**src/sv/tcpq_pkg.sv**
```systemverilog
// Shared types and constants of the two-class priority queue with aging.
`timescale 1ns / 1ps
package tcpq_pkg;

  localparam int unsigned TicketW = 16;
  localparam int unsigned TimeW   = 16;
  localparam int unsigned AgeW    = 7;
  localparam int unsigned LimitW  = 16;
  localparam int unsigned OccW    = 5;

  localparam logic [AgeW-1:0]   AgeThresholdRst = 7'd60;
  localparam logic [LimitW-1:0] WaitLimitRst    = 16'd120;

  typedef enum logic [1:0] {
    ACT_ENQUEUE   = 2'd0,
    ACT_DEQUEUE   = 2'd1,
    ACT_AGE_CHECK = 2'd2,
    ACT_EMERGENCY = 2'd3
  } action_e;

  typedef enum logic [1:0] {
    ST_OK        = 2'd0,
    ST_EMPTY     = 2'd1,
    ST_FULL      = 2'd2,
    ST_NOT_FOUND = 2'd3
  } status_e;

  typedef enum logic {
    REG_AGE_THRESHOLD = 1'b0,
    REG_WAIT_LIMIT    = 1'b1
  } reg_e;

  // Sort keys: lower keys move toward the head, equal keys keep their order.
  localparam logic [1:0] KeyFirst  = 2'd0;
  localparam logic [1:0] KeySecond = 2'd1;
  localparam logic [1:0] KeyNormal = 2'd2;
  localparam logic [1:0] KeyEmpty  = 2'd3;

  typedef enum logic [2:0] {
    C_NOP,
    C_ENQ,
    C_DEQ,
    C_CLR,
    C_SEARCH,
    C_AGE,
    C_EMG,
    C_SORT
  } cop_e;

  typedef enum logic [2:0] {
    S_IDLE,
    S_SEARCH,
    S_CHECK,
    S_SORT,
    S_RESULT
  } state_e;

  typedef struct packed {
    logic [1:0]         action;
    logic [AgeW-1:0]    age;
    logic               health_worker;
    logic [TicketW-1:0] ticket;
    logic [TimeW-1:0]   time_now;
  } in_t;

  typedef struct packed {
    logic [1:0]         status;
    logic [TicketW-1:0] out_ticket;
    logic               out_priority;
    logic               out_emergency;
    logic [OccW-1:0]    occupancy;
  } out_t;

  typedef struct packed {
    logic               valid;
    logic [TicketW-1:0] ticket;
    logic [TimeW-1:0]   tstamp;
    logic               pr;
    logic               em;
    logic [1:0]         key;
  } entry_t;

  // What one cell shows its neighbors.
  typedef struct packed {
    entry_t e;
    logic   chain;
  } link_t;

  // Command broadcast to every cell of the row.
  typedef struct packed {
    cop_e               op;
    logic [TicketW-1:0] ticket;
    logic [TimeW-1:0]   tstamp;
    logic               pr;
    logic [LimitW-1:0]  limit;
  } cmd_t;

endpackage

```
**src/sv/tcpq_cell.sv**
```systemverilog
// One queue position: holds an entry and trades it with its neighbors.
`timescale 1ns / 1ps
module tcpq_cell (
  input  logic             clk_i,
  input  logic             rst_ni,
  input  tcpq_pkg::cmd_t   cmd_i,
  input  tcpq_pkg::link_t  left_i,
  input  tcpq_pkg::link_t  right_i,
  input  logic             left_role_i,
  output tcpq_pkg::link_t  link_o
);

  tcpq_pkg::entry_t ent_q, ent_d, cur;
  logic valid_q;
  logic prior_q, prior_d;
  logic match, first, promo, cond_self, cond_left;
  logic [tcpq_pkg::TimeW-1:0] wait_t;

  always_comb begin
    cur = ent_q;
    cur.valid = valid_q;
  end

  assign match = cur.valid && (cur.ticket == cmd_i.ticket);
  assign first = match && !prior_q;
  assign wait_t = cmd_i.tstamp - cur.tstamp;
  assign promo = cur.valid && !cur.pr && (cmd_i.tstamp > cur.tstamp)
               && (wait_t > cmd_i.limit);
  // Insert point of a new entry is the first cell where this turns true.
  assign cond_self = !cur.valid || (cmd_i.pr && !cur.pr);
  assign cond_left = !left_i.e.valid || (cmd_i.pr && !left_i.e.pr);

  assign link_o.e = cur;
  assign link_o.chain = prior_q || match;

  always_comb begin
    ent_d = cur;
    prior_d = prior_q;
    case (cmd_i.op)
      tcpq_pkg::C_ENQ: begin
        if (cond_left) begin
          ent_d = left_i.e;
        end else if (cond_self) begin
          ent_d.valid = 1'b1;
          ent_d.ticket = cmd_i.ticket;
          ent_d.tstamp = cmd_i.tstamp;
          ent_d.pr = cmd_i.pr;
          ent_d.em = 1'b0;
        end
      end
      tcpq_pkg::C_DEQ: ent_d = right_i.e;
      tcpq_pkg::C_CLR: prior_d = 1'b0;
      tcpq_pkg::C_SEARCH: prior_d = left_i.chain;
      tcpq_pkg::C_AGE: begin
        if (!cur.valid) begin
          ent_d.key = tcpq_pkg::KeyEmpty;
        end else if (promo) begin
          ent_d.key = tcpq_pkg::KeyFirst;
          ent_d.pr = 1'b1;
        end else if (cur.pr) begin
          ent_d.key = tcpq_pkg::KeySecond;
        end else begin
          ent_d.key = tcpq_pkg::KeyNormal;
        end
      end
      tcpq_pkg::C_EMG: begin
        if (!cur.valid) begin
          ent_d.key = tcpq_pkg::KeyEmpty;
        end else if (first) begin
          ent_d.key = tcpq_pkg::KeySecond;
          ent_d.pr = 1'b1;
          ent_d.em = 1'b1;
        end else if (cur.pr) begin
          ent_d.key = tcpq_pkg::KeyFirst;
        end else begin
          ent_d.key = tcpq_pkg::KeyNormal;
        end
      end
      tcpq_pkg::C_SORT: begin
        if (left_role_i) begin
          if (cur.key > right_i.e.key) ent_d = right_i.e;
        end else begin
          if (left_i.e.key > cur.key) ent_d = left_i.e;
        end
      end
      default: ;
    endcase
  end

  always_ff @(posedge clk_i or negedge rst_ni) begin
    if (!rst_ni) begin
      valid_q <= 1'b0;
      prior_q <= 1'b0;
    end else begin
      valid_q <= ent_d.valid;
      prior_q <= prior_d;
    end
  end

  always_ff @(posedge clk_i) begin
    ent_q <= ent_d;
  end

endmodule

```
**src/sv/two_class_priority_queue_aging_core.sv**
```systemverilog
// Top level of the two-class priority queue with aging: control and a row of cells.
//
//  channel  | handshake                 | payload
//  ---------+---------------------------+-------------------------------
//  input    | in_valid_i / in_stall_o   | in_data_i  (tcpq_pkg::in_t)
//  result   | out_valid_o / out_stall_i | out_data_o (tcpq_pkg::out_t)
//  config   | cfg_valid_i / cfg_ready_o | cfg_index_i, cfg_data_i
//
// Enqueue, dequeue and an emergency on an empty queue are answered straight from idle.
// Age check marks the entries, then runs DEPTH odd-even sort rounds.
// Emergency runs a search ripple, then, if the ticket is found, marks entries and sorts.
// Reset clears the valid bits of all cells and loads the register defaults.
// A stalled result holds its register; a new beat is taken only while idle and
// the result register is free or draining.
`timescale 1ns / 1ps
module two_class_priority_queue_aging_core #(
  parameter int unsigned DEPTH = 16
) (
  input  logic                        clk_i,
  input  logic                        rst_ni,
  input  logic                        in_valid_i,
  output logic                        in_stall_o,
  input  tcpq_pkg::in_t               in_data_i,
  output logic                        out_valid_o,
  input  logic                        out_stall_i,
  output tcpq_pkg::out_t              out_data_o,
  input  logic                        cfg_valid_i,
  output logic                        cfg_ready_o,
  input  logic                        cfg_index_i,
  input  logic [tcpq_pkg::LimitW-1:0] cfg_data_i
);

  localparam int unsigned CW = (DEPTH > 1) ? $clog2(DEPTH) : 1;
  localparam int unsigned NW = $clog2(DEPTH + 1);

  tcpq_pkg::state_e state_q, state_d;
  logic [CW-1:0] cnt_q, cnt_d;
  logic [NW-1:0] count_q, count_d;
  logic phase_q, phase_d;
  logic found_q, found_d;
  logic [tcpq_pkg::TicketW-1:0] tkt_q, tkt_d;
  logic [tcpq_pkg::AgeW-1:0] age_thr_q;
  logic [tcpq_pkg::LimitW-1:0] limit_q;
  tcpq_pkg::out_t res_q, res_d;
  tcpq_pkg::out_t out_q, out_d;
  logic out_valid_q, out_load;
  logic acc, enq_pr, busy_out;
  tcpq_pkg::cmd_t cmd;
  tcpq_pkg::link_t links [DEPTH];
  tcpq_pkg::link_t lefts [DEPTH];
  tcpq_pkg::link_t rights [DEPTH];

  assign busy_out = out_valid_q && out_stall_i;
  assign in_stall_o = (state_q != tcpq_pkg::S_IDLE) || busy_out;
  assign acc = in_valid_i && !in_stall_o;
  assign out_valid_o = out_valid_q;
  assign out_data_o = out_q;
  assign cfg_ready_o = 1'b1;
  assign enq_pr = (in_data_i.age >= age_thr_q) || in_data_i.health_worker;

  always_ff @(posedge clk_i or negedge rst_ni) begin
    if (!rst_ni) begin
      age_thr_q <= tcpq_pkg::AgeThresholdRst;
      limit_q <= tcpq_pkg::WaitLimitRst;
    end else if (cfg_valid_i) begin
      unique case (tcpq_pkg::reg_e'(cfg_index_i))
        tcpq_pkg::REG_AGE_THRESHOLD: age_thr_q <= cfg_data_i[tcpq_pkg::AgeW-1:0];
        tcpq_pkg::REG_WAIT_LIMIT: limit_q <= cfg_data_i;
        default: ;
      endcase
    end
  end

  // Boundary links: the left end looks like a priority entry that never
  // moves, the right end like an empty slot.
  always_comb begin
    for (int i = 0; i < DEPTH; i++) begin
      if (i == 0) begin
        lefts[i] = '0;
        lefts[i].e.valid = 1'b1;
        lefts[i].e.pr = 1'b1;
        lefts[i].e.key = tcpq_pkg::KeyFirst;
      end else begin
        lefts[i] = links[i-1];
      end
      if (i == DEPTH - 1) begin
        rights[i] = '0;
        rights[i].e.key = tcpq_pkg::KeyEmpty;
      end else begin
        rights[i] = links[i+1];
      end
    end
  end

  for (genvar g = 0; g < DEPTH; g++) begin : g_cell
    tcpq_cell u_cell (
      .clk_i       (clk_i),
      .rst_ni      (rst_ni),
      .cmd_i       (cmd),
      .left_i      (lefts[g]),
      .right_i     (rights[g]),
      .left_role_i (1'(g % 2) == phase_q),
      .link_o      (links[g])
    );
  end

  // Next state.
  always_comb begin
    state_d = state_q;
    unique case (state_q)
      tcpq_pkg::S_IDLE: begin
        if (acc) begin
          if (in_data_i.action == tcpq_pkg::ACT_AGE_CHECK) begin
            state_d = tcpq_pkg::S_SORT;
          end else if (in_data_i.action == tcpq_pkg::ACT_EMERGENCY && count_q != '0) begin
            state_d = tcpq_pkg::S_SEARCH;
          end
        end
      end
      tcpq_pkg::S_SEARCH: if (cnt_q == '0) state_d = tcpq_pkg::S_CHECK;
      tcpq_pkg::S_CHECK: state_d = found_q ? tcpq_pkg::S_SORT : tcpq_pkg::S_RESULT;
      tcpq_pkg::S_SORT: if (cnt_q == '0) state_d = tcpq_pkg::S_RESULT;
      tcpq_pkg::S_RESULT: if (!busy_out) state_d = tcpq_pkg::S_IDLE;
      default: state_d = tcpq_pkg::S_IDLE;
    endcase
  end

  // Outputs of the controller.
  always_comb begin
    cmd.op = tcpq_pkg::C_NOP;
    cmd.ticket = tkt_q;
    cmd.tstamp = in_data_i.time_now;
    cmd.pr = enq_pr;
    cmd.limit = limit_q;
    cnt_d = cnt_q;
    count_d = count_q;
    phase_d = phase_q;
    found_d = found_q;
    tkt_d = tkt_q;
    res_d = res_q;
    out_load = 1'b0;
    out_d = '0;
    unique case (state_q)
      tcpq_pkg::S_IDLE: begin
        cmd.ticket = in_data_i.ticket;
        cnt_d = CW'(DEPTH - 1);
        phase_d = 1'b0;
        if (acc) begin
          unique case (tcpq_pkg::action_e'(in_data_i.action))
            tcpq_pkg::ACT_ENQUEUE: begin
              out_load = 1'b1;
              if (count_q == NW'(DEPTH)) begin
                out_d.status = tcpq_pkg::ST_FULL;
              end else begin
                cmd.op = tcpq_pkg::C_ENQ;
                count_d = count_q + NW'(1);
                out_d.out_ticket = in_data_i.ticket;
                out_d.out_priority = enq_pr;
              end
            end
            tcpq_pkg::ACT_DEQUEUE: begin
              out_load = 1'b1;
              if (count_q == '0) begin
                out_d.status = tcpq_pkg::ST_EMPTY;
              end else begin
                cmd.op = tcpq_pkg::C_DEQ;
                count_d = count_q - NW'(1);
                out_d.out_ticket = links[0].e.ticket;
                out_d.out_priority = links[0].e.pr;
                out_d.out_emergency = links[0].e.em;
              end
            end
            tcpq_pkg::ACT_AGE_CHECK: begin
              cmd.op = tcpq_pkg::C_AGE;
              res_d = '0;
            end
            tcpq_pkg::ACT_EMERGENCY: begin
              if (count_q == '0) begin
                out_load = 1'b1;
                out_d.status = tcpq_pkg::ST_NOT_FOUND;
              end else begin
                cmd.op = tcpq_pkg::C_CLR;
                tkt_d = in_data_i.ticket;
                found_d = 1'b0;
              end
            end
            default: ;
          endcase
          out_d.occupancy = tcpq_pkg::OccW'(count_d);
        end
      end
      tcpq_pkg::S_SEARCH: begin
        cmd.op = tcpq_pkg::C_SEARCH;
        found_d = links[DEPTH-1].chain;
        cnt_d = cnt_q - CW'(1);
      end
      tcpq_pkg::S_CHECK: begin
        cnt_d = CW'(DEPTH - 1);
        res_d = '0;
        if (found_q) begin
          cmd.op = tcpq_pkg::C_EMG;
          res_d.out_ticket = tkt_q;
          res_d.out_priority = 1'b1;
          res_d.out_emergency = 1'b1;
        end else begin
          res_d.status = tcpq_pkg::ST_NOT_FOUND;
        end
      end
      tcpq_pkg::S_SORT: begin
        cmd.op = tcpq_pkg::C_SORT;
        phase_d = !phase_q;
        cnt_d = cnt_q - CW'(1);
      end
      tcpq_pkg::S_RESULT: begin
        if (!busy_out) begin
          out_load = 1'b1;
          out_d = res_q;
          out_d.occupancy = tcpq_pkg::OccW'(count_q);
        end
      end
      default: ;
    endcase
  end

  always_ff @(posedge clk_i or negedge rst_ni) begin
    if (!rst_ni) begin
      state_q <= tcpq_pkg::S_IDLE;
      count_q <= '0;
      out_valid_q <= 1'b0;
      cnt_q <= '0;
      phase_q <= 1'b0;
      found_q <= 1'b0;
    end else begin
      state_q <= state_d;
      count_q <= count_d;
      cnt_q <= cnt_d;
      phase_q <= phase_d;
      found_q <= found_d;
      if (out_load) begin
        out_valid_q <= 1'b1;
      end else if (!out_stall_i) begin
        out_valid_q <= 1'b0;
      end
    end
  end

  always_ff @(posedge clk_i) begin
    tkt_q <= tkt_d;
    res_q <= res_d;
    if (out_load) out_q <= out_d;
  end

  a_count_bound: assert property (@(posedge clk_i) disable iff (!rst_ni)
    count_q <= NW'(DEPTH)) else $error("occupancy beyond depth");

  a_count_hold: assert property (@(posedge clk_i) disable iff (!rst_ni)
    state_q != tcpq_pkg::S_IDLE |=> $stable(count_q))
    else $error("occupancy changed during a multi-cycle operation");

  a_age_sort: assert property (@(posedge clk_i) disable iff (!rst_ni)
    acc && in_data_i.action == tcpq_pkg::ACT_AGE_CHECK |=> state_q == tcpq_pkg::S_SORT)
    else $error("age check did not start sorting");

  a_no_lost_result: assert property (@(posedge clk_i) disable iff (!rst_ni)
    out_load |-> !busy_out) else $error("result overwrote a stalled beat");

endmodule
```
**config.mk**
```make
export PLATFORM = sky130hd
export DESIGN_NAME = two_class_priority_queue_aging_core
export DESIGN_NICKNAME = d
export VERILOG_FILES = /design/src/sv/tcpq_pkg.sv /design/src/sv/tcpq_cell.sv /design/src/sv/two_class_priority_queue_aging_core.sv
export SDC_FILE = /design/constraint.sdc
export NUM_CORES = 2
export LEC_CHECK = 0
export BUFFER_PORTS_ARGS = -buffer_cell sky130_fd_sc_hd__buf_2
export CAP_MARGIN = 20
export CORE_UTILIZATION = 49
export DETAILED_ROUTE_END_ITERATION = 10
export GPL_TIMING_DRIVEN = 0
export PLACE_DENSITY = 0.7
export SETUP_SLACK_MARGIN = 0.4
export SYNTH_ARGS = -nofsm -noshare
export SYNTH_HDL_FRONTEND = slang
export SYNTH_HIERARCHICAL = 1
export SYNTH_SLANG_ARGS = --single-unit
```
**constraint.sdc**
```tcl
create_clock -name clk_i -period 10.2 [get_ports clk_i]
set_clock_uncertainty 0.15 [all_clocks]
set_input_delay 3.06 -clock clk_i [delete_from_list [all_inputs] [get_ports clk_i]]
set_output_delay 3.06 -clock clk_i [all_outputs]
set_load 0.1 [all_outputs]
```
==> results.toml <==
[critical_path]
arrival_ns = 7.95
cp.required_ns = 10.45
crit_fanout = 21
worst-setup-path-type = "input port to register"
cp-end-kind = "register"
cp-start-kind = "input port"

[route]
dr.pass1.iters = 11
viasPerCell = 6.46
vias = 57400
wl_per_cell_um = 24.3
drc = 8
first_iter_violations = 9320
ant_nets = 0
wirelength_um = 216000

[floorplanning]
start_util_pct = 49.6
die_w_um = 357
io_pins = 92
fp.coreArea_mm2 = 0.124
rows = 129
chipHeight_um = 357
dieArea_mm2 = 0.127

[layout]
nFillCells = 11300
area_growth_syn_to_layout_pct = 10.5
post-route-cell-area_mm2 = 0.0682
drive_above_1_share_pct = 7.79
final_cell_mix = "1253 x inv_1, 635 x edfxtp_1, 586 x ha_1"
final_common_cell = "inv_1"
finalNetCount = 7848
utilization_pct = 54.8

[yosys]
synth_edf_count = 635
ys_async_sr_fraction_pct = 9.93
yosysSeqAreaShare_pct = 33.8
syn_inst = 6891
syn_area_per_cell_um2 = 8.95
synth_flop_cell = "edfxtp_1"
netlist_area_mm2 = 0.0617
ys_ff_latch = 705
yosysWarningCount = 6
synth_cell_types = 115

[job]
maxCapViolations = 0

[clock_tree]
root_buffer = "clkbuf_16"
clkLatencyLatePin_ns = 0.71
numCtsBuffers = 83
cts_num_sinks = 705
cts_max_level = 3
cts_setup_buffers = 0
holdBufCountCts = 0
cts_tree = "yes"
clockBufferDepth = 3
clk_pin_slew_ns = 0.05
ctsResizeCount = 0

[grt]
grt_overflow = 0
grt_usage_pct = 32.8
antenna_found_initial = 3
first_global_vias = 54400
grt_pass1_wl_um = 322000
grt_max_degree = 63

[timing]
hold_viol = 0
relSlewSlack_pct = 14.5
fmax_ghz = 0.130
finalSetupViolations = 0
timing.hold.ws_ns = 0.357
worst_pin_slew_ns = 1.28
tns_ns = 0
slew_violations = 0
min_period_over_period_pct = 75.5
rsz0062_at_grt = "false"
finalCriticalPeriod_ns = 7.70

[min_path]
hold_path_class = "register to register"

[placed_design]
hpwl_um = 161000
dpl-instance-area_mm2 = 0.0653
portBuffers = 89
gp_congestion = 0.957

[status]
outcome = "finished with violations"
violations = "DRC"
[flip-flops by register name, indices dropped and copies added (netlist names)]
name / count
out_valid_o: 1
cnt_q: 4
g_cell.u_cell/prior_q: 16
age_thr_q: 7
tkt_q: 16
res_q: 18
found_q: 1
count_q: 5
state_q: 3
limit_q: 16
g_cell.u_cell/link_o: 576
g_cell.u_cell/valid_q: 16
out_data_o: 25
phase_q: 1
[stage by stage]
| stage | setup WS [ns] | instances |
|---|---|---|
| global placement | -3.95 | 8703 |
| finish | 2.50 | 8888 |
| floorplan | 0.681 | 6977 |
| CTS | 2.38 | 8883 |
| global route | 2.42 | 8887 |
| detailed placement | 1.69 | 8730 |
[layer usage]
layer  GRT usage (%)  vias up  routed length, um
met5               0        -                  0
met4            20.5        0              14500
met3            4.01      670              21000
met2            54.3     3454              99100
met1            40.7    27200              81400
li1                -    26100                  -
[worst paths after layout]
kind                                        startpoint                          end  slack [ns]  depth (start not counted)
setup / recovery                          in_data_i[0]  g_cell[15].u_cell/link_o[4]        2.50                         20
max in group asynchronous                       rst_ni                      phase_q        7.02                          2
setup reg to reg           g_cell[15].u_cell/link_o[5]  g_cell[15].u_cell/link_o[4]        5.25                         17
hold / removal                            age_thr_q[3]                 age_thr_q[3]        0.36                          2
hold reg to reg                           age_thr_q[3]                 age_thr_q[3]        0.36                          2
min in group asynchronous                       rst_ni                  limit_q[13]        2.15                          1
[kinds of logic (layout without fill, tap and decap cells)]
group / Yosys count / count (layout) / synth area share [%]
flops: 705 / 705 / 33.8
other cells: 2 / 89 / 0.0122
simple gates: 1455 / 1455 / 11.9
xor+xnor: 463 / 463 / 6.58
buf+inv: 1550 / 1823 / 9.82
mux: 69 / 69 / 1.21
fa+ha+maj: 603 / 603 / 12.4
compound gates: 2044 / 2044 / 24.3
[final cells by class]
| type | count | area [um2] | share of cell area [%] |
|---|---|---|---|
| Multi-Input combinational cell | 4722 | 35300 | 51.8 |
| Clock buffer | 106 | 2280 | 3.34 |
| Sequential cell | 705 | 20800 | 30.6 |
| Clock inverter | 47 | 474 | 0.696 |
| Antenna cell | 1 | 2.50 | 0.00367 |
| Tap cell | 1637 | 2050 | 3.01 |
| Timing Repair Buffer | 120 | 1160 | 1.71 |
| Buffer | 282 | 1300 | 1.90 |
| Inverter | 1268 | 4760 | 6.99 |
[critical path, stage by stage]
cell	delay [ns]
buf_2	0.49
buf_12	0.28
inv_1	0.07
ha_1	0.25
fa_1	0.44
nand2b_1	0.19
a211oi_1	0.35
o31ai_2	0.13
a21oi_1	0.28
a21o_1	0.17
a21oi_1	0.07
xnor2_1	0.15
ha_1	0.30
nand4_1	0.14
nor4_1	0.49
o21ai_0	0.17
o211ai_1	0.15
o211ai_1	0.38
nor2_1	0.23
o31a_1	0.15
[Yosys cell counts (30+ instances only)]
library cell / count / area, um2
ha_1: 586 / 7330
nand3_1: 112 / 561
o31ai_1: 35 / 263
a21o_1: 90 / 676
clkbuf_1: 158 / 593
nand4_1: 132 / 826
o21ai_1: 113 / 566
o22ai_1: 45 / 282
mux2_2: 38 / 428
a21oi_1: 470 / 2350
mux2i_1: 30 / 300
nor2b_1: 115 / 719
a211oi_1: 45 / 338
or3_1: 31 / 194
xor2_1: 116 / 1020
nor3_1: 56 / 280
edfxtp_1: 635 / 19100
inv_1: 1253 / 4700
a222oi_1: 517 / 5170
nor2_1: 285 / 1070
nand2b_1: 83 / 519
nand2_1: 413 / 1550
o31a_1: 31 / 272
dfrtp_1: 62 / 1550
o21a_1: 64 / 480
o21ai_0: 298 / 1490
o211ai_1: 70 / 526
xnor2_1: 347 / 3040
buf_2: 89 / 445
nor4_1: 66 / 413
Power is not shown: default switching activity piles up to over one toggle a cycle in this logic, so the estimate is an artifact.
